## config.mk

```make
export PLATFORM = sky130hd
export DESIGN_NAME = char_lcd_parallel_bus_controller
export DESIGN_NICKNAME = d
export VERILOG_FILES = /design/src/hw/rtl/lcdbus_pkg.sv /design/src/hw/rtl/lcdbus_ctrl.sv /design/src/hw/rtl/lcdbus_dp.sv /design/src/hw/rtl/char_lcd_parallel_bus_controller.sv
export VERILOG_INCLUDE_DIRS = /design/src /design/src/hw/rtl
export SDC_FILE = /design/constraint.sdc
export NUM_CORES = 1
export LEC_CHECK = 0
export BUFFER_PORTS_ARGS = -buffer_cell sky130_fd_sc_hd__buf_2
export CORE_MARGIN = 3
export CORE_UTILIZATION = 54
export CTS_CLUSTER_DIAMETER = 200
export DETAILED_ROUTE_END_ITERATION = 8
export PLACE_DENSITY = 0.85
export RECOVER_POWER = 50
export SYNTH_ARGS = -nofsm -noshare
export SYNTH_HDL_FRONTEND = slang
export SYNTH_SLANG_ARGS = --single-unit
export TNS_END_PERCENT = 50
```

## constraint.sdc

```tcl
create_clock -name clk -period 2.9 [get_ports clk]
set_clock_uncertainty 0.05 [all_clocks]
set_input_delay 0 -clock clk [delete_from_list [all_inputs] [get_ports clk]]
set_output_delay 0 -clock clk [all_outputs]
set_load 0.01 [all_outputs]
```

## src/hw/rtl/assert_macros.svh

```systemverilog
// ----------------------------------------------------------------------------
// assert_macros.svh
// Assertion helpers for the LCD bus controller. Assertions are compiled in
// simulation and drop out of synthesis builds.
// ----------------------------------------------------------------------------
`ifndef ASSERT_MACROS_SVH
`define ASSERT_MACROS_SVH

`ifndef SYNTHESIS

// Property must hold on every clock edge outside reset.
`define ASSERT_PROP(lbl, clk, rst_n, prop) \
    lbl: assert property (@(posedge clk) disable iff (!rst_n) prop) \
        else $error("assertion failed");

// Expression must never be true on a clock edge outside reset.
`define ASSERT_NEVER(lbl, clk, rst_n, expr) \
    lbl: assert property (@(posedge clk) disable iff (!rst_n) !(expr)) \
        else $error("forbidden condition seen");

`else

`define ASSERT_PROP(lbl, clk, rst_n, prop)
`define ASSERT_NEVER(lbl, clk, rst_n, expr)

`endif

`endif

```

## src/hw/rtl/lcdbus_pkg.sv

```systemverilog
// ----------------------------------------------------------------------------
// lcdbus_pkg
// Types, codes and constants shared by the LCD parallel bus controller.
// ----------------------------------------------------------------------------
package lcdbus_pkg;

    // Request opcodes.
    localparam logic [1:0] OP_CMD        = 2'd0;
    localparam logic [1:0] OP_CMD_NOWAIT = 2'd1;
    localparam logic [1:0] OP_WRITE_DATA = 2'd2;
    localparam logic [1:0] OP_READ_DATA  = 2'd3;

    // Configuration register indexes.
    localparam int unsigned CFG_INDEX_W = 2;
    localparam int unsigned CFG_DATA_W  = 16;
    localparam logic [CFG_INDEX_W-1:0] CFG_FOUR_WIRE    = 2'd0;
    localparam logic [CFG_INDEX_W-1:0] CFG_ENABLE_DELAY = 2'd1;
    localparam logic [CFG_INDEX_W-1:0] CFG_TICKS_PER_US = 2'd2;
    localparam logic [CFG_INDEX_W-1:0] CFG_BUSY_TIMEOUT = 2'd3;

    // Configuration reset values.
    localparam logic        RST_FOUR_WIRE    = 1'b0;
    localparam logic [7:0]  RST_ENABLE_DELAY = 8'd8;
    localparam logic [9:0]  RST_TICKS_PER_US = 10'd50;
    localparam logic [15:0] RST_BUSY_TIMEOUT = 16'd1000;

    // Low nibble mask and the saturation point of the wait counter.
    localparam logic [7:0]  LOW_NIBBLE = 8'h0F;
    localparam logic [16:0] POLL_MAX   = 17'h1FFFF;

    // Bus sequencer phases.
    typedef enum logic [4:0] {
        PH_IDLE      = 5'd0,
        PH_BF_SETUP  = 5'd1,
        PH_BF_SAMPLE = 5'd2,
        PH_BF_WAIT   = 5'd3,
        PH_BF_LOW    = 5'd4,
        PH_BF_HIGH2  = 5'd5,
        PH_BF_LOW2   = 5'd6,
        PH_WR_SETUP  = 5'd7,
        PH_WR_HIGH1  = 5'd8,
        PH_WR_LOW1   = 5'd9,
        PH_WR_HIGH2  = 5'd10,
        PH_RD_SETUP  = 5'd11,
        PH_RD_HIGH1  = 5'd12,
        PH_RD_LOW1   = 5'd13,
        PH_RD_HIGH2  = 5'd14,
        PH_DONE_OK   = 5'd15,
        PH_DONE_FAIL = 5'd16
    } phase_t;

    // One tick request: request strobe, opcode, byte to send and sampled pins.
    typedef struct packed {
        logic       req_valid;
        logic [1:0] op;
        logic [7:0] tx_byte;
        logic [7:0] bus_in;
    } req_t;

    // Pin levels and status for one tick.
    typedef struct packed {
        logic       rs_pin;
        logic       rw_pin;
        logic       enable_pin;
        logic [7:0] bus_out;
        logic       bus_drive;
        logic       busy_res;
        logic       done_res;
        logic       ok;
        logic [7:0] read_value;
    } res_t;

    // Configuration register set.
    typedef struct packed {
        logic        four_wire;
        logic [7:0]  enable_delay_ticks;
        logic [9:0]  ticks_per_us;
        logic [15:0] busy_timeout;
    } cfg_t;

    // Datapath commands from the sequencer.
    typedef struct packed {
        logic load;
        logic delay_inc;
        logic us_inc;
        logic poll_inc;
        logic rd_cap_hi;
        logic rd_cap_lo;
    } cmd_t;

    // Pin controls from the sequencer.
    typedef struct packed {
        logic rs;
        logic rw;
        logic en;
        logic drive;
        logic wr_on;
        logic second;
        logic busy;
        logic done;
        logic ok;
        logic rd_show;
    } pins_t;

    // Datapath status back to the sequencer.
    typedef struct packed {
        logic [1:0] held_op;
        logic       level_last;
        logic       us_last;
        logic       timeout;
        logic       busy_flag;
        logic       four_wire;
    } status_t;

endpackage

```

## src/hw/rtl/lcdbus_ctrl.sv

```systemverilog
// ----------------------------------------------------------------------------
// lcdbus_ctrl
// Bus sequencer: phase register, next-phase decisions, datapath commands and
// pin controls for the current phase.
// ----------------------------------------------------------------------------
`include "assert_macros.svh"

module lcdbus_ctrl (
    input  logic                 clk,
    input  logic                 rst_n,
    input  logic                 step,
    input  logic                 req_valid,
    input  logic [1:0]           req_op,
    input  lcdbus_pkg::status_t  status,
    output lcdbus_pkg::cmd_t     cmd,
    output lcdbus_pkg::pins_t    pins
);

    lcdbus_pkg::phase_t phase_reg;
    lcdbus_pkg::phase_t phase_next;

    // Phase register advances once per accepted tick.
    always_ff @(posedge clk or negedge rst_n)
    begin
        if (!rst_n)
        begin
            phase_reg <= lcdbus_pkg::PH_IDLE;
        end
        else if (step)
        begin
            phase_reg <= phase_next;
        end
    end

    // Next phase, datapath commands and pin levels.
    always_comb
    begin
        phase_next = phase_reg;
        cmd        = '0;
        pins       = '0;
        pins.drive = 1'b1;
        pins.busy  = (phase_reg != lcdbus_pkg::PH_IDLE);

        case (phase_reg)
            lcdbus_pkg::PH_IDLE:
            begin
                if (req_valid)
                begin
                    cmd.load   = 1'b1;
                    phase_next = (req_op == lcdbus_pkg::OP_CMD_NOWAIT) ?
                                 lcdbus_pkg::PH_WR_SETUP : lcdbus_pkg::PH_BF_SETUP;
                end
            end
            lcdbus_pkg::PH_BF_SETUP:
            begin
                pins.rw = 1'b1; pins.en = 1'b1; pins.drive = 1'b0;
                cmd.delay_inc = !status.level_last;
                if (status.level_last)
                begin
                    phase_next = lcdbus_pkg::PH_BF_SAMPLE;
                end
            end
            lcdbus_pkg::PH_BF_SAMPLE:
            begin
                pins.rw = 1'b1; pins.en = 1'b1; pins.drive = 1'b0;
                if (status.busy_flag)
                begin
                    phase_next = lcdbus_pkg::PH_BF_WAIT;
                end
                else if (status.held_op == lcdbus_pkg::OP_READ_DATA)
                begin
                    phase_next = lcdbus_pkg::PH_RD_SETUP;
                end
                else
                begin
                    phase_next = lcdbus_pkg::PH_WR_SETUP;
                end
            end
            lcdbus_pkg::PH_BF_WAIT:
            begin
                pins.rw = 1'b1; pins.en = 1'b1; pins.drive = 1'b0;
                cmd.us_inc = !status.us_last;
                if (status.us_last)
                begin
                    cmd.poll_inc = 1'b1;
                    phase_next   = status.timeout ?
                                   lcdbus_pkg::PH_DONE_FAIL : lcdbus_pkg::PH_BF_LOW;
                end
            end
            lcdbus_pkg::PH_BF_LOW:
            begin
                pins.rw = 1'b1; pins.drive = 1'b0;
                cmd.delay_inc = !status.level_last;
                if (status.level_last)
                begin
                    phase_next = status.four_wire ?
                                 lcdbus_pkg::PH_BF_HIGH2 : lcdbus_pkg::PH_BF_SAMPLE;
                end
            end
            lcdbus_pkg::PH_BF_HIGH2:
            begin
                pins.rw = 1'b1; pins.en = 1'b1; pins.drive = 1'b0;
                cmd.delay_inc = !status.level_last;
                if (status.level_last)
                begin
                    phase_next = lcdbus_pkg::PH_BF_LOW2;
                end
            end
            lcdbus_pkg::PH_BF_LOW2:
            begin
                pins.rw = 1'b1; pins.drive = 1'b0;
                cmd.delay_inc = !status.level_last;
                if (status.level_last)
                begin
                    phase_next = lcdbus_pkg::PH_BF_SAMPLE;
                end
            end
            lcdbus_pkg::PH_WR_SETUP:
            begin
                pins.rs    = (status.held_op == lcdbus_pkg::OP_WRITE_DATA);
                pins.wr_on = 1'b1;
                phase_next = lcdbus_pkg::PH_WR_HIGH1;
            end
            lcdbus_pkg::PH_WR_HIGH1:
            begin
                pins.rs    = (status.held_op == lcdbus_pkg::OP_WRITE_DATA);
                pins.en    = 1'b1;
                pins.wr_on = 1'b1;
                cmd.delay_inc = !status.level_last;
                if (status.level_last)
                begin
                    phase_next = status.four_wire ?
                                 lcdbus_pkg::PH_WR_LOW1 : lcdbus_pkg::PH_DONE_OK;
                end
            end
            lcdbus_pkg::PH_WR_LOW1:
            begin
                pins.rs     = (status.held_op == lcdbus_pkg::OP_WRITE_DATA);
                pins.wr_on  = 1'b1;
                pins.second = 1'b1;
                cmd.delay_inc = !status.level_last;
                if (status.level_last)
                begin
                    phase_next = lcdbus_pkg::PH_WR_HIGH2;
                end
            end
            lcdbus_pkg::PH_WR_HIGH2:
            begin
                pins.rs     = (status.held_op == lcdbus_pkg::OP_WRITE_DATA);
                pins.en     = 1'b1;
                pins.wr_on  = 1'b1;
                pins.second = 1'b1;
                cmd.delay_inc = !status.level_last;
                if (status.level_last)
                begin
                    phase_next = lcdbus_pkg::PH_DONE_OK;
                end
            end
            lcdbus_pkg::PH_RD_SETUP:
            begin
                pins.rs = 1'b1; pins.rw = 1'b1; pins.drive = 1'b0;
                phase_next = lcdbus_pkg::PH_RD_HIGH1;
            end
            lcdbus_pkg::PH_RD_HIGH1:
            begin
                pins.rs = 1'b1; pins.rw = 1'b1; pins.en = 1'b1; pins.drive = 1'b0;
                cmd.delay_inc = !status.level_last;
                if (status.level_last)
                begin
                    cmd.rd_cap_hi = 1'b1;
                    phase_next    = status.four_wire ?
                                    lcdbus_pkg::PH_RD_LOW1 : lcdbus_pkg::PH_DONE_OK;
                end
            end
            lcdbus_pkg::PH_RD_LOW1:
            begin
                pins.rs = 1'b1; pins.rw = 1'b1; pins.drive = 1'b0;
                cmd.delay_inc = !status.level_last;
                if (status.level_last)
                begin
                    phase_next = lcdbus_pkg::PH_RD_HIGH2;
                end
            end
            lcdbus_pkg::PH_RD_HIGH2:
            begin
                pins.rs = 1'b1; pins.rw = 1'b1; pins.en = 1'b1; pins.drive = 1'b0;
                cmd.delay_inc = !status.level_last;
                if (status.level_last)
                begin
                    cmd.rd_cap_lo = 1'b1;
                    phase_next    = lcdbus_pkg::PH_DONE_OK;
                end
            end
            lcdbus_pkg::PH_DONE_OK:
            begin
                pins.done    = 1'b1;
                pins.ok      = 1'b1;
                pins.rd_show = (status.held_op == lcdbus_pkg::OP_READ_DATA);
                phase_next   = lcdbus_pkg::PH_IDLE;
            end
            lcdbus_pkg::PH_DONE_FAIL:
            begin
                pins.done  = 1'b1;
                phase_next = lcdbus_pkg::PH_IDLE;
            end
            default:
            begin
                phase_next = lcdbus_pkg::PH_IDLE;
            end
        endcase
    end

    // A finish tick always returns the sequencer to idle.
    `ASSERT_PROP(a_done_to_idle, clk, rst_n, step && pins.done |=> phase_reg == lcdbus_pkg::PH_IDLE)

    // A microsecond wait that is not over keeps the sequencer waiting.
    `ASSERT_PROP(a_wait_holds, clk, rst_n, step && phase_reg == lcdbus_pkg::PH_BF_WAIT && !status.us_last |=> phase_reg == lcdbus_pkg::PH_BF_WAIT)

    // A new request is loaded only while idle.
    `ASSERT_NEVER(a_load_only_idle, clk, rst_n, cmd.load && phase_reg != lcdbus_pkg::PH_IDLE)

endmodule

```

## src/hw/rtl/lcdbus_dp.sv

```systemverilog
// ----------------------------------------------------------------------------
// lcdbus_dp
// Datapath: held request, enable-delay, microsecond and wait counters, read
// byte assembly, and the pin values for the current tick.
// ----------------------------------------------------------------------------
module lcdbus_dp (
    input  logic                 clk,
    input  logic                 rst_n,
    input  logic                 step,
    input  lcdbus_pkg::req_t     item,
    input  lcdbus_pkg::cfg_t     cfg,
    input  lcdbus_pkg::cmd_t     cmd,
    input  lcdbus_pkg::pins_t    pins,
    output lcdbus_pkg::status_t  status,
    output lcdbus_pkg::res_t     res
);

    logic [1:0]  held_op_reg,   held_op_next;
    logic [7:0]  held_byte_reg, held_byte_next;
    logic [7:0]  delay_reg,     delay_next;
    logic [9:0]  us_reg,        us_next;
    logic [16:0] poll_reg,      poll_next;
    logic [7:0]  rd_reg,        rd_next;

    logic [7:0]  delay_eff;
    logic [9:0]  tpu_eff;
    logic [16:0] poll_plus;
    logic [7:0]  lo_part;
    logic [7:0]  wr_value;

    // Zero delays count as one tick; the wait counter saturates.
    always_comb
    begin
        delay_eff = (cfg.enable_delay_ticks == 8'd0) ? 8'd1 : cfg.enable_delay_ticks;
        tpu_eff   = (cfg.ticks_per_us == 10'd0) ? 10'd1 : cfg.ticks_per_us;
        poll_plus = (poll_reg == lcdbus_pkg::POLL_MAX) ? poll_reg : poll_reg + 17'd1;
    end

    // Status for the sequencer.
    always_comb
    begin
        status.held_op    = held_op_reg;
        status.level_last = ({1'b0, delay_reg} + 9'd1) >= {1'b0, delay_eff};
        status.us_last    = ({1'b0, us_reg} + 11'd1) >= {1'b0, tpu_eff};
        status.timeout    = poll_plus > {1'b0, cfg.busy_timeout};
        status.busy_flag  = item.bus_in[7];
        status.four_wire  = cfg.four_wire;
    end

    // Counter and capture updates.
    always_comb
    begin
        held_op_next   = held_op_reg;
        held_byte_next = held_byte_reg;
        delay_next     = cmd.delay_inc ? delay_reg + 8'd1 : 8'd0;
        us_next        = cmd.us_inc ? us_reg + 10'd1 : 10'd0;
        poll_next      = poll_reg;
        rd_next        = rd_reg;
        if (cmd.load)
        begin
            held_op_next   = item.op;
            held_byte_next = item.tx_byte;
            poll_next      = 17'd0;
            rd_next        = 8'd0;
        end
        if (cmd.poll_inc)
        begin
            poll_next = poll_plus;
        end
        if (cmd.rd_cap_hi)
        begin
            rd_next = cfg.four_wire ? (item.bus_in & ~lcdbus_pkg::LOW_NIBBLE) : item.bus_in;
        end
        if (cmd.rd_cap_lo)
        begin
            rd_next = {rd_reg[7:4], item.bus_in[7:4]};
        end
    end

    // Datapath registers advance once per accepted tick.
    always_ff @(posedge clk or negedge rst_n)
    begin
        if (!rst_n)
        begin
            held_op_reg   <= 2'd0;
            held_byte_reg <= 8'd0;
            delay_reg     <= 8'd0;
            us_reg        <= 10'd0;
            poll_reg      <= 17'd0;
            rd_reg        <= 8'd0;
        end
        else if (step)
        begin
            held_op_reg   <= held_op_next;
            held_byte_reg <= held_byte_next;
            delay_reg     <= delay_next;
            us_reg        <= us_next;
            poll_reg      <= poll_next;
            rd_reg        <= rd_next;
        end
    end

    // Write value: whole byte, or high then low nibble on D7..D4.
    always_comb
    begin
        lo_part = held_byte_reg & lcdbus_pkg::LOW_NIBBLE;
        if (!cfg.four_wire)
        begin
            wr_value = held_byte_reg;
        end
        else if (pins.second)
        begin
            wr_value = {lo_part[3:0], 4'h0};
        end
        else
        begin
            wr_value = held_byte_reg & ~lcdbus_pkg::LOW_NIBBLE;
        end
    end

    // Pin values for this tick.
    always_comb
    begin
        res.rs_pin     = pins.rs;
        res.rw_pin     = pins.rw;
        res.enable_pin = pins.en;
        res.bus_out    = pins.wr_on ? wr_value : 8'd0;
        res.bus_drive  = pins.drive;
        res.busy_res   = pins.busy;
        res.done_res   = pins.done;
        res.ok         = pins.ok;
        res.read_value = pins.rd_show ? rd_reg : 8'd0;
    end

endmodule

```

## src/hw/rtl/char_lcd_parallel_bus_controller.sv

```systemverilog
// ----------------------------------------------------------------------------
// char_lcd_parallel_bus_controller
// Character-LCD parallel bus controller: one request per tick carries the
// sampled pins, one result per tick carries the pin levels to drive.
//
//   Port group   Direction  Handshake                  Payload
//   item         in         item_valid / item_stall    lcdbus_pkg::req_t
//   result       out        result_valid / result_stall lcdbus_pkg::res_t
//   cfg          in         cfg_we                     cfg_index, cfg_data
//
// A new request is taken every cycle while the result register is empty or
// being drained. The result register is the only stage between the channels,
// so a stalled result stalls the input side.
// Reset (rst_n low) returns the sequencer to idle and loads the default
// configuration. Bus timing is counted in requests, not clock cycles.
// ----------------------------------------------------------------------------
`include "assert_macros.svh"

module char_lcd_parallel_bus_controller (
    input  logic                                 clk,
    input  logic                                 rst_n,
    input  logic                                 item_valid,
    output logic                                 item_stall,
    input  lcdbus_pkg::req_t                     item,
    output logic                                 result_valid,
    input  logic                                 result_stall,
    output lcdbus_pkg::res_t                     result,
    input  logic                                 cfg_we,
    input  logic [lcdbus_pkg::CFG_INDEX_W-1:0]   cfg_index,
    input  logic [lcdbus_pkg::CFG_DATA_W-1:0]    cfg_data
);

    lcdbus_pkg::cfg_t     cfg_reg;
    lcdbus_pkg::cmd_t     cmd;
    lcdbus_pkg::pins_t    pins;
    lcdbus_pkg::status_t  status;
    lcdbus_pkg::res_t     res;
    lcdbus_pkg::res_t     result_reg;
    logic                 result_valid_reg;
    logic                 result_valid_next;
    logic                 step;

    // Input is taken whenever the result register can take a new result.
    assign item_stall = result_valid_reg && result_stall;
    assign step       = item_valid && !item_stall;

    // Configuration registers.
    always_ff @(posedge clk or negedge rst_n)
    begin
        if (!rst_n)
        begin
            cfg_reg.four_wire          <= lcdbus_pkg::RST_FOUR_WIRE;
            cfg_reg.enable_delay_ticks <= lcdbus_pkg::RST_ENABLE_DELAY;
            cfg_reg.ticks_per_us       <= lcdbus_pkg::RST_TICKS_PER_US;
            cfg_reg.busy_timeout       <= lcdbus_pkg::RST_BUSY_TIMEOUT;
        end
        else if (cfg_we)
        begin
            case (cfg_index)
                lcdbus_pkg::CFG_FOUR_WIRE:    cfg_reg.four_wire          <= cfg_data[0];
                lcdbus_pkg::CFG_ENABLE_DELAY: cfg_reg.enable_delay_ticks <= cfg_data[7:0];
                lcdbus_pkg::CFG_TICKS_PER_US: cfg_reg.ticks_per_us       <= cfg_data[9:0];
                lcdbus_pkg::CFG_BUSY_TIMEOUT: cfg_reg.busy_timeout       <= cfg_data[15:0];
                default:                      cfg_reg                    <= cfg_reg;
            endcase
        end
    end

    // Sequencer.
    lcdbus_ctrl u_ctrl (
        .clk       (clk),
        .rst_n     (rst_n),
        .step      (step),
        .req_valid (item.req_valid),
        .req_op    (item.op),
        .status    (status),
        .cmd       (cmd),
        .pins      (pins)
    );

    // Counters, held request and pin values.
    lcdbus_dp u_dp (
        .clk    (clk),
        .rst_n  (rst_n),
        .step   (step),
        .item   (item),
        .cfg    (cfg_reg),
        .cmd    (cmd),
        .pins   (pins),
        .status (status),
        .res    (res)
    );

    // Result register.
    always_comb
    begin
        if (step)
        begin
            result_valid_next = 1'b1;
        end
        else if (!result_stall)
        begin
            result_valid_next = 1'b0;
        end
        else
        begin
            result_valid_next = result_valid_reg;
        end
    end

    always_ff @(posedge clk or negedge rst_n)
    begin
        if (!rst_n)
        begin
            result_valid_reg <= 1'b0;
        end
        else
        begin
            result_valid_reg <= result_valid_next;
        end
    end

    always_ff @(posedge clk)
    begin
        if (step)
        begin
            result_reg <= res;
        end
    end

    assign result_valid = result_valid_reg;
    assign result       = result_reg;

    // Every accepted request leaves a result behind.
    `ASSERT_PROP(a_accept_gives_result, clk, rst_n, step |=> result_valid)

    // A held result that is stalled blocks the input side.
    `ASSERT_PROP(a_stall_blocks_input, clk, rst_n, result_valid && result_stall |-> item_stall)

    // The bus is never driven while the display is strobed for a read.
    `ASSERT_NEVER(a_no_drive_on_read, clk, rst_n, result_valid && result.enable_pin && result.rw_pin && result.bus_drive)

endmodule

```

After elaboration in Yosys (flattened, before gate mapping)
Cells that the tools add are included.

word-level totals
  register bits after elaboration = 117
  input port bits = 42
  logic and storage cells = 145

operators by class
  add/subtract/negate cells = 5
  order comparisons = 3
  equal/unequal tests = 34
  mux-type cells = 49
  bitwise operators = 1
  reductions and logical operators = 31

operators by type and width
  operator                                                number
  one-hot mux 5 bit (13 select lines)                     1
  2-to-1 mux 5 bit                                        11
  2-to-1 mux 17 bit                                       3
  2-to-1 mux 8 bit                                        6
  == test 5 x 4 -> 1 bit (second input constant)          8
  == test 5 x 3 -> 1 bit (second input constant)          4
  2-to-1 mux 10 bit                                       2
  inequality test 2 x 1 -> 1 bit (second input constant)  10
  OR reduction 10 bit                                     2
  adder 17 x 1 -> 17 bit (second input constant)          1
  == test 17 bit (second input constant)                  1
  > comparator 17 x 16 -> 1 bit                           1
  2-to-1 mux 4 bit                                        4
  2-to-1 mux 1 bit                                        15
  AND reduction 2 bit                                     7
  adder 10 x 1 -> 11 bit (second input constant)          1
  greater-or-equal comparator 11 x 10 -> 1 bit            1
  AND reduction 11 bit                                    1
  adder 10 x 1 -> 10 bit (second input constant)          1
  == test 5 x 2 -> 1 bit (second input constant)          2
  zero test 10 bit                                        1
  adder 8 x 1 -> 9 bit (second input constant)            1
  greater-or-equal comparator 9 x 8 -> 1 bit              1
  2-to-1 mux 3 bit                                        3
  other kinds (21)                                        35

Logic depth before layout (Yosys ltp)
Gate-level depths: netlist (run 1).

  depth after elaboration = 7
  depth in mapped cells = 14
  gate-level depth less buffers = 13

Cells and area by module
Synthesis (run 1) repeated with hierarchy kept, for this count alone.

second synthesis, totals
  cells, all modules = 637
  area total of the unflattened synthesis = 6776.5 sq um

by module, submodules not included
  module                            times used  cells each  area each (sq um)
  lcdbus_dp                         1           447         4010.1
  char_lcd_parallel_bus_controller  1           103         2117.0
  lcdbus_ctrl                       1           87          649.4

Least setup slack after synthesis (run 1)
Ideal clock, no wire load.

  path type = reg-to-reg
  from = register u_dp.poll_reg[0]
  to = register u_ctrl.phase_reg[4]
  data arrival time = 2.960 ns
  data required time = 2.729 ns
  path slack = -0.231 ns
  cell stages (with the launch flop) = 14
  path buffers = 0
  period minus slack after synthesis = 3.131 ns
  path through = dfrtp_1 ha_1 and3_1 and4_1 nand2b_1 nand2_1 xnor2_1 ha_1 a211o_1 o211ai_1 o2111ai_1 a2111oi_0 o21ai_0 a22o_1

on the way
  word-level cells in the longest chain between the ends = 6

RTL lines
  item                                                             line               RTL
  start: declaration                                               lcdbus_dp.sv:22    logic [16:0] poll_reg, poll_next;
  start signal: assignment                                         lcdbus_dp.sv:98    poll_reg <= poll_next;
  adder 17 x 1 -> 17 bit / == test 17 bit (equally long branches)  lcdbus_dp.sv:36    poll_plus = (poll_reg == lcdbus_pkg::POLL_MAX) ? poll_reg : poll_reg + 17'd1;
  2-to-1 mux 17 bit (*)                                            lcdbus_dp.sv:36
  > comparator 17 x 16 -> 1 bit (*)                                lcdbus_dp.sv:45    status.timeout = poll_plus > {1'b0, cfg.busy_timeout};
  2-to-1 mux 5 bit (*)                                             lcdbus_ctrl.sv:86  phase_next = status.timeout ?
  2-to-1 mux 5 bit (*)                                             lcdbus_ctrl.sv:83  if (status.us_last)
  one-hot mux 5 bit (13 select lines) (*)                          lcdbus_ctrl.sv:44  case (phase_reg)
  end signal: assignment                                           lcdbus_ctrl.sv:27  phase_reg <= lcdbus_pkg::PH_IDLE;
  end signal: assignment                                           lcdbus_ctrl.sv:31  phase_reg <= phase_next;
  end: declaration                                                 lcdbus_ctrl.sv:19  lcdbus_pkg::phase_t phase_reg;

Mark *: on every way between the ends. The rest lies on a longest branch, timed or not. The select of a mux whose other input is x is not followed.
A chain may end at the register's enable or synchronous reset.

Worst setup path in the final report (run 1)
  from = register u_dp.poll_reg[0]
  to = register u_ctrl.phase_reg[2]

Same word-level chain as after synthesis.

==> results of run 1 <==
-- routing by layer --
metal | GRT usage, % | routed length (um) | vias to the layer above
li1 | - | - | 2645
met1 | 31.11 | 7258 | 2890
met2 | 45.29 | 9543 | 278
met3 | 7.506 | 1299 | 60
met4 | 9.709 | 643 | 0
met5 | 0 | 0 | -
-- cell type report --
| cell class | instances | area share [%] |
|---|---|---|
| clock buffers | 27 | 5.719 |
| clock inverters | 5 | 0.3130 |
| inverters | 44 | 1.878 |
| multi-input cells | 443 | 40.59 |
| flip-flops and latches | 117 | 34.78 |
| well taps | 164 | 2.333 |
| repair buffers | 178 | 14.38 |
-- per-stage QoR --
step / setup TNS, ns / setup WS (ns) / hold slack [ns] / utilization [%]
after floorplan: -0.009152 / -0.009152 / -0.3456 / -
after global placement: -0.1465 / -0.08378 / -0.02976 / 64.39
after detailed placement: -0.4574 / -0.1560 / -0.02567 / 64.39
after CTS: -0.09809 / -0.06430 / 0.03556 / 72.92
after global routing: -3.791 / -0.3457 / 0.04483 / 74.78
final: -0.4356 / -0.1946 / 0.03623 / 74.78
-- power by group through the flow --
stage,Sequential (uW),Combinational [uW],Clock (uW)
global route,2280,1650,2000
floorplan,2160,1020,0
CTS,2230,1430,1900
finish,2250,1490,1900
detailed placement,2250,1360,0
global placement,2230,1290,0
-- kinds of logic after synthesis --
kind of cell,after synthesis
AND/OR/NAND/NOR,201
flip-flops,117
AO/OA/AOI/OAI,115
buffers and inverters,66
multiplexers,62
adder cells (fa/ha/maj),37
XOR/XNOR,28
-- cells in the mapped netlist (9+ instances only) --
cell type / n
mux2_2: 47
nand3_1: 19
xnor2_1: 19
xor2_1: 9
nor2_1: 32
a21oi_1: 17
and2_1: 17
mux2i_1: 13
a221o_1: 11
inv_1: 44
dfrtp_1: 84
o21ai_0: 16
dfstp_2: 10
a31oi_1: 10
clkbuf_1: 11
nand2_1: 56
edfxtp_1: 23
nor3_1: 18
ha_1: 37
-- final timing paths --
path | start | endpoint | cells past startpoint
hold reg to reg | cfg_reg[14] | cfg_reg[14] | 1
setup reg to reg | u_dp.poll_reg[0] | u_ctrl.phase_reg[2] | 13
setup / recovery | u_dp.poll_reg[0] | u_ctrl.phase_reg[2] | 13
min in group asynchronous | rst_n | u_dp.us_reg[5] | 2
hold / removal | cfg_we | cfg_reg[34] | 3
max in group asynchronous | rst_n | cfg_reg[3] | 3
-- what timing repair did --
action                                  in CTS  in global routing
endpoints found under the setup margin      18                 37
resized for setup                           15                 31
pin swaps                                   15                 42
hold buffers                                39                  0
buffers inserted                             4                 13
gates cloned                                 0                  1
hold endpoints to repair                    95                  0
-- tightest hold or removal path: stages --
cell,delay [ns]
buf_2,0.12
nor3b_1,0.16
mux2_2,0.21
==> key figures, run 1 <==
Detailed routing
  • Drt drc: 0
  • Vias/cell: 6.005
  • DRT antenna net count: 0
  • DR pass1 iterations: 5
  • DRT Wirelength: 18740 um
  • Vias: 5873
  • DR WL/cell: 19.17 um
  • Starting DRT DRC Count: 542

Layout
  • Multi-input logic area: 0.003570 mm2
  • Fin area: 0.008795 mm2
  • Layout fillers: 766
  • Share of cells above drive strength 1: 31.08%
  • Most frequent cells in the layout: dfrtp_1, buf_4, nand2_1, mux2_2, inv_1
  • Non-Filler Instances: 978
  • FF/Latch Area: 0.003059 mm2
  • Number of flip-flops in the largest register: 35
  • Nets: 880
  • Antenna cells: 0
  • Layout area overhead: 31.63%
  • Commonest non-fill, non-tap cell in the layout: dfrtp_1

Timing
  • Max Freq: 0.3231 GHz
  • Slew @ Worst Pin: 2.324 ns
  • Fin. max-slew vios: 44
  • RSZ-0062 raised after global routing: true
  • Final Hold Fails: 0
  • Final period utilization: 106.7%
  • Final min period: 3.095 ns
  • Post-layout worst setup margin: -0.1946 ns
  • # setup viols final: 6
  • Slew headroom: -54.96%

Synth
  • Yosys warns: 0
  • Register area share after synthesis: 45.73%
  • Post-Synth Adder-Cell Area: 6.929%
  • Post-Synth Simple-Gate Area: 16.29%
  • Synth top area cells: dfrtp_1, edfxtp_1, mux2_2
  • Area share of the largest cell type after synthesis: 31.46%
  • Post-synth EDFFs: 23
  • Average size of a mapped cell: 10.67 um2
  • Post-Synth XOR/XNOR Area: 3.670%
  • Largest family of logic cells by synthesized area: simple AND/OR/NAND/NOR gates
  • Synthesized cell area: 0.006681 mm2
  • Synth Area in Compound Gates: 13.03%
  • Syn Nets: 705
  • Cell taking the most area after synthesis: dfrtp_1
  • Cell count after synthesis: 626
  • Post-synthesis mux area share: 10.32%
  • Main synth FF type: dfrtp_1
  • Yosys reg bits: 117
  • Async SR Flop Fraction: 80.34%
  • Yosys cell types: 72

Pwr
  • Comb power frac: 26.5%
  • Net Sw Frac: 31.57%
  • Sequential share of power: 39.8%
  • Clk pwr share: 33.7%
  • Switching power: 1782 uW
  • Internal: 3862 uW
  • PwrDens: 641.8 mW/mm2
  • Maximum VDD drop: 494.8 uV
  • Design Power: 5644 uW
  • Pleak: 0.004091 uW

Outcome
  • Run status: complete, but fails checks
  • Failing checks: max-capacitance violations, max-slew violations, negative setup slack

Critical path
  • R2R Setup Slk: -0.19 ns
  • Critical-path cell with the highest stage delay: a2111oi_4
  • WP data required: 3.19 ns
  • Setup crit end kind: register
  • Critical path buffers and inverters: 0
  • Crit path cell chain: ha_2, and3_4, and4_4, nand2b_4, nand2_2, xnor2_2, ha_1, a211o_1, o211ai_1, o2111ai_2, a2111oi_4, o211ai_1, a22oi_1
  • Worst setup SP type: register
  • Worst-path fanout max: 5
  • Crit path kind: register to register
  • Crit-path leading delay family: compound AO/OA/AOI/OAI gates
  • Crit-path most repeated cell: o211ai_1
  • Slowest Stage Delay on Critical Path: 0.40 ns
  • Crit path DAT: 3.39 ns

Clock network
  • CTS tree: built
  • Clock H-tree levels: 4
  • Clk buf depth: 2
  • Clk sinks: 117
  • Root buf cell: clkbuf_16
  • Clk slew on worst S/H paths: 0.06 ns
  • CTS Buf Count: 17
  • Worst-skew pair later-pin latency: 0.44 ns

Placement
  • Port Buffers: 66
  • RD Place Congestion: 0.9100
  • Placed cell count: 890
  • Post-DP HPWL: 11470 um
  • Placed cell areas: 0.007572 mm2

Global routing
  • Number of global-route vias before repair: 5861
  • Initial antenna violation count: 0
  • GRT Total Usage: 26.24%
  • Largest net degree at the start of global routing: 44
  • First-pass GRT wire length: 27810 um
  • Gr ovfl total: 0

Die
  • Initial Utilization: 56.81%
  • Die height: 117.2 um
  • # IOs: 67
  • # rows: 39
  • Die W: 117.2 um
  • CORE AREA: 0.01176 mm2
  • Die area: 0.01374 mm2

Run
  • Max-Cap Viols: 1

Worst hold path
  • Min-delay worst type: input pin to register
(Power assumes the default switching activity.)
==> run 2, diff against run 1 <==
--- a/config.mk
+++ b/config.mk
@@ -7,7 +7,7 @@
 export NUM_CORES = 1
 export LEC_CHECK = 0
 export BUFFER_PORTS_ARGS = -buffer_cell sky130_fd_sc_hd__buf_2
-export CORE_MARGIN = 3
+export CORE_MARGIN = 2
 export CORE_UTILIZATION = 54
 export CTS_CLUSTER_DIAMETER = 200
 export DETAILED_ROUTE_END_ITERATION = 8
==> key figures, run 2 (synthesized netlist as in run 1, its figures left out) <==
Global routing
  • Gr ovfl total: 0 (unchanged)
  • First-pass GRT wire length: 27700 um (was 27810 um)
  • Initial antenna violation count: 0 (unchanged)
  • Largest net degree at the start of global routing: 63 (was 44)
  • Number of global-route vias before repair: 5899 (was 5861)
  • GRT Total Usage: 26.84% (was 26.24%)

Die
  • # IOs: 67 (unchanged)
  • CORE AREA: 0.01206 mm2 (was 0.01176 mm2)
  • # rows: 40 (was 39)
  • Die W: 115.2 um (was 117.2 um)
  • Initial Utilization: 55.39% (was 56.81%)
  • Die height: 115.2 um (was 117.2 um)
  • Die area: 0.01328 mm2 (was 0.01374 mm2)

Pwr
  • Design Power: 6060 uW (was 5644 uW)
  • Pleak: 0.004101 uW (was 0.004091 uW)
  • PwrDens: 682.2 mW/mm2 (was 641.8 mW/mm2)
  • Maximum VDD drop: 334.4 uV (was 494.8 uV)

Clock network
  • Clock H-tree levels: 4 (unchanged)
  • CTS tree: built (unchanged)
  • Clk buf depth: 2 (unchanged)
  • Clk sinks: 117 (unchanged)
  • Worst-skew pair later-pin latency: 0.42 ns (was 0.44 ns)
  • CTS Buf Count: 17 (unchanged)
  • Clk slew on worst S/H paths: 0.05 ns (was 0.06 ns)
  • Root buf cell: clkbuf_16 (unchanged)

Critical path
  • Cells on worst reg2reg path: 12 (was 13)
  • Crit path DAT: 3.41 ns (was 3.39 ns)
  • Crit path kind: register to register (unchanged)
  • Worst setup SP type: register (unchanged)
  • Worst-path fanout max: 4 (was 5)
  • Setup crit end kind: register (unchanged)
  • WP data required: 3.16 ns (was 3.19 ns)

Timing
  • Slew headroom: -4.042% (was -54.96%)
  • Setup TNS: -0.7089 ns (was -0.4356 ns)
  • Fin. max-slew vios: 63 (was 44)
  • Final period utilization: 108.8% (was 106.7%)
  • # setup viols final: 8 (was 6)
  • Final min period: 3.155 ns (was 3.095 ns)
  • Max Freq: 0.3170 GHz (was 0.3231 GHz)
  • Slew @ Worst Pin: 1.561 ns (was 2.324 ns)
  • Final Hold Fails: 0 (unchanged)
  • RSZ-0062 raised after global routing: true (unchanged)
  • Post-layout worst setup margin: -0.2549 ns (was -0.1946 ns)

Placement
  • Post-DP HPWL: 11200 um (was 11470 um)
  • Placed cell areas: 0.007562 mm2 (was 0.007572 mm2)
  • RD Place Congestion: 0.9162 (was 0.9100)
  • Dpl ws: -0.3095 ns (was -0.1560 ns)
  • Port Buffers: 66 (unchanged)

Outcome
  • Run status: complete, but fails checks (unchanged)
  • Failing checks: max-capacitance violations, max-slew violations, negative setup slack (unchanged)

Detailed routing
  • Vias/cell: 5.871 (was 6.005)
  • Starting DRT DRC Count: 478 (was 542)
  • DRT Wirelength: 17410 um (was 18740 um)
  • DR pass1 iterations: 5 (unchanged)
  • Drt drc: 0 (unchanged)
  • DR WL/cell: 17.78 um (was 19.17 um)
  • Vias: 5748 (was 5873)
  • DRT antenna net count: 0 (unchanged)

Layout
  • Most frequent cells in the layout: dfrtp_1, buf_4, nand2_1, mux2_2, inv_1 (unchanged)
  • Commonest non-fill, non-tap cell in the layout: dfrtp_1 (unchanged)
  • Number of flip-flops in the largest register: 35 (unchanged)
  • Antenna cells: 0 (unchanged)
  • Fin area: 0.008884 mm2 (was 0.008795 mm2)
  • Layout area overhead: 32.96% (was 31.63%)
  • Share of cells above drive strength 1: 29.96% (was 31.08%)
  • Nets: 877 (was 880)

Worst hold path
  • Min-delay worst type: input pin to register (unchanged)
  • Worst hold stages: 6 (was 3)

Run
  • Max-Cap Viols: 1 (unchanged)
-- run 2: changes by cell type in the layout (fill, tap and decap cells not counted), sizes merged --
cell	previous run	this run
dlygate4sd3	39	40
clkinvlp	1	2
buf	110	106
clkbuf	56	54
bufinv	0	4
clkinv	4	1
-- run 2: worst paths after layout --
kind | start | end | slack, ns
worst max-delay path | u_dp.poll_reg[0] | u_ctrl.phase_reg[4] | -0.25
worst max register to register | u_dp.poll_reg[0] | u_ctrl.phase_reg[4] | -0.25
worst min register to register | cfg_reg[10] | cfg_reg[10] | 0.46
max in group asynchronous | rst_n | u_dp.delay_reg[1] | 0.76
min in group asynchronous | rst_n | u_dp.poll_reg[13] | 0.44
worst min-delay path | result_stall | u_dp.delay_reg[7] | 0.18
-- run 2: timing repair --
action,CTS,global route
endpoints found under the setup margin,20,33
buffers inserted,6,8
hold buffers,40,0
endpoints found under the hold margin,105,0
pin swaps,10,20
gates resized for setup,18,24
cloned,1,0
-- run 2: where the power goes --
part | internal (uW) | total (uW) | switching, uW
registers | 1980 | 2240 | 264
logic | 713 | 1490 | 778
clock network | 1580 | 2330 | 750
-- run 2: per-stage QoR --
| step | hold WS [ns] | std cells | util [%] |
|---|---|---|---|
| 4_1_cts | 0.1446 | 971 | 72.63 |
| 2_1_floorplan | -0.3456 | 626 | - |
| 5_1_grt | 0.2100 | 979 | 73.65 |
| 3_5_place_dp | 0.08259 | 892 | 62.70 |
| 6_report | 0.1757 | 979 | 73.65 |
| 3_3_place_gp | 0.07086 | 892 | 62.70 |
-- run 2: cell type report --
cell class                      count  area, um2
Fill cell                         800       3178
Multi-Input combinational cell    443       3562
Timing Repair Buffer              175       1231
Tap cell                          168      210.2
Clock inverter                      7      140.1
Inverter                           44      165.2
Clock buffer                       25      516.7
Sequential cell                   117       3058
-- run 2: routing by layer --
| layer | share of wire, % | wire length, um | GRT usage (%) |
|---|---|---|---|
| met1 | 41 | 7202 | 32.16 |
| met2 | 50 | 8715 | 46.55 |
| met3 | 5.5 | 949 | 5.377 |
| met4 | 3.1 | 539 | 12.53 |
| met5 | 0 | 0 | 0 |
-- run 2: worst max-delay path: stages (launching register included) --
cell,delay (ns)
dfrtp_1,0.37
ha_2,0.20
and3_4,0.22
nand4_1,0.16
o211ai_1,0.33
xnor2_1,0.18
ha_1,0.28
a21o_1,0.19
a21oi_2,0.21
o2111ai_2,0.18
a2111oi_4,0.38
o21ai_1,0.10
a22o_1,0.20
==> run 3, diff against run 2 <==
==> constraint.sdc (replaced) <==
create_clock -name clk -period 2.9 [get_ports clk]
set_clock_uncertainty 0.05 [all_clocks]
set_input_delay 0.145 -clock clk [delete_from_list [all_inputs] [get_ports clk]]
set_output_delay 0.145 -clock clk [all_outputs]
set_load 0.01 [all_outputs]
==> key figures, run 3 (synthesized netlist as in run 1, its figures left out) <==
Placement
  • Post-DP HPWL: 10990 um (was 11200 um)
  • RD Place Congestion: 0.9326 (was 0.9162)
  • Port Buffers: 66 (unchanged)
  • Dpl ws: -0.2015 ns (was -0.3095 ns)
  • Placed cell count: 891 (was 892)

Critical path
  • Setup crit end kind: register (unchanged)
  • Crit path kind: register to register (unchanged)
  • WP data required: 3.17 ns (was 3.16 ns)
  • Worst-path fanout max: 4 (unchanged)
  • Worst setup SP type: register (unchanged)
  • Crit path DAT: 3.44 ns (was 3.41 ns)

Clock network
  • Clk sinks: 117 (unchanged)
  • CTS tree: built (unchanged)
  • Root buf cell: clkbuf_16 (unchanged)
  • Clock H-tree levels: 4 (unchanged)
  • CTS Buf Count: 17 (unchanged)
  • Clk slew on worst S/H paths: 0.06 ns (was 0.05 ns)
  • Worst-skew pair later-pin latency: 0.43 ns (was 0.42 ns)
  • Clk buf depth: 2 (unchanged)

Layout
  • Most frequent cells in the layout: dfrtp_1, buf_4, buf_2, nand2_1, mux2_2 (was dfrtp_1, buf_4, nand2_1, mux2_2, inv_1)
  • Antenna cells: 0 (unchanged)
  • Commonest non-fill, non-tap cell in the layout: dfrtp_1 (unchanged)
  • Number of flip-flops in the largest register: 35 (unchanged)
  • Layout fillers: 773 (was 800)
  • Nets: 876 (was 877)
  • Non-Filler Instances: 978 (was 979)
  • Share of cells above drive strength 1: 33.09% (was 29.96%)
  • Layout area overhead: 31.67% (was 32.96%)
  • Post-layout util: 72.94% (was 73.65%)

Worst hold path
  • Min-delay worst type: input pin to register (unchanged)

Outcome
  • Run status: complete, but fails checks (unchanged)
  • Failing checks: negative setup slack (was max-capacitance violations, max-slew violations, negative setup slack)

Timing
  • Final min period: 3.176 ns (was 3.155 ns)
  • RSZ-0062 raised after global routing: true (unchanged)
  • Fin. max-slew vios: 0 (was 63)
  • Slew headroom: 21.27% (was -4.042%)
  • Post-layout worst setup margin: -0.2761 ns (was -0.2549 ns)
  • Max Freq: 0.3148 GHz (was 0.3170 GHz)
  • Hold_ws: 0.005726 ns (was 0.1757 ns)
  • # setup viols final: 14 (was 8)
  • Slew @ Worst Pin: 1.181 ns (was 1.561 ns)
  • Final Hold Fails: 0 (unchanged)
  • Final period utilization: 109.5% (was 108.8%)

Global routing
  • Initial antenna violation count: 0 (unchanged)
  • Gr ovfl total: 0 (unchanged)
  • GRT Total Usage: 26.80% (was 26.84%)
  • Number of global-route vias before repair: 5811 (was 5899)
  • Largest net degree at the start of global routing: 49 (was 63)
  • First-pass GRT wire length: 27760 um (was 27700 um)

Detailed routing
  • DR top layer: met4 (unchanged)
  • Met2 WL post-DR: 8466 um (was 8715 um)
  • Drt drc: 0 (unchanged)
  • Vias: 5674 (was 5748)
  • Met3 wire length: 886 um (was 949 um)
  • DR WL/cell: 17.38 um (was 17.78 um)
  • DRT Wirelength: 16990 um (was 17410 um)
  • Met1 WL: 7175 um (was 7202 um)
  • DR pass1 iterations: 5 (unchanged)
  • Vias/cell: 5.802 (was 5.871)
  • DRT antenna net count: 0 (unchanged)
  • Starting DRT DRC Count: 369 (was 478)

Pwr
  • Maximum VDD drop: 408.2 uV (was 334.4 uV)
  • Design Power: 5839 uW (was 6060 uW)
  • Clk pwr share: 36.5% (was 38.4%)
  • Switching power: 1769 uW (was 1792 uW)
  • Net Sw Frac: 30.30% (was 29.57%)
  • Pleak: 0.004158 uW (was 0.004101 uW)
  • Comb power frac: 25.4% (was 24.6%)
  • PwrDens: 663.7 mW/mm2 (was 682.2 mW/mm2)
  • Sequential share of power: 38.1% (was 37.0%)
  • Internal: 4070 uW (was 4268 uW)

Die
  • # IOs: 67 (unchanged)
  • CORE AREA: 0.01206 mm2 (unchanged)
  • Die height: 115.2 um (unchanged)
  • # rows: 40 (unchanged)
  • Initial Utilization: 55.39% (unchanged)
  • Die area: 0.01328 mm2 (unchanged)
  • Die W: 115.2 um (unchanged)

Run
  • Max-Cap Viols: 0 (was 1)
==> run 3: changes by cell type in the layout (fill, tap and decap cells not counted), sizes merged <==
cell / change
bufinv: -1
clkbuf: -24
buf: +25
clkinv: +5
dlygate4sd3: -5
clkinvlp: -1
==> run 3: timing repair <==
item,CTS,global route
hold buffers,35,0
pin swaps,13,23
setup buffers,10,9
hold endpoints to repair,89,0
cloned,1,0
setup endpoints to repair,18,36
gates resized for setup,17,19
==> run 3: layout make-up <==
class / instances / area (um2) / share of cell area, %
clock buffers: 22 / 464.2 / 5.277
flip-flops and latches: 117 / 3057 / 34.75
well taps: 168 / 210.2 / 2.389
inverters: 44 / 165.2 / 1.877
multi-input cells: 443 / 3528 / 40.11
clock inverters: 10 / 131.4 / 1.493
repair buffers: 174 / 1241 / 14.11
==> run 3: critical path: stages (launching register included) <==
cell and delay [ns]:
dfrtp_1 0.35, ha_2 0.19, and3_4 0.22, nand4_1 0.19, o211ai_1 0.30, xnor2_1 0.19
ha_1 0.30, a21o_1 0.19, a21oi_2 0.22, o2111ai_2 0.17, a2111oi_4 0.43, o21ai_1 0.09
a22o_1 0.19
==> run 3: worst paths after layout <==
check | startpoint | endpoint | slack [ns] | cells past startpoint
setup / recovery | u_dp.poll_reg[0] | u_ctrl.phase_reg[4] | -0.28 | 12
max in group asynchronous | rst_n | u_dp.rd_reg[5] | 0.63 | 3
min in group asynchronous | rst_n | cfg_reg[11] | 0.42 | 2
hold reg to reg | u_dp.held_byte_reg[5] | u_dp.held_byte_reg[5] | 0.45 | 1
setup reg to reg | u_dp.poll_reg[0] | u_ctrl.phase_reg[4] | -0.28 | 12
hold / removal | item[1] | u_dp.rd_reg[1] | 0.006 | 3
==> run 3: power groups by stage <==
stage / Sequential [uW] / Combinational (uW) / Clock [uW]
after CTS: 2210 / 1440 / 2150
after detailed placement: 2240 / 1360 / 0
after global routing: 2270 / 1630 / 2230
after global placement: 2220 / 1300 / 0
after floorplan: 2160 / 1020 / 0
final: 2230 / 1480 / 2130
==> run 3: through the flow <==
step / area [um2] / setup TNS, ns
2_1_floorplan: 6718 / -0.009152
3_3_place_gp: 7567 / -0.2207
3_5_place_dp: 7567 / -1.085
4_1_cts: 8673 / -0.2098
5_1_grt: 8797 / -3.135
6_report: 8797 / -0.9873
==> run 3: per-layer routing <==
metal	vias to the layer above	track usage [%]
met5	-	0
met4	0	11.65
met3	46	5.693
met2	212	45.33
met1	2786	33.29
li1	2630	-
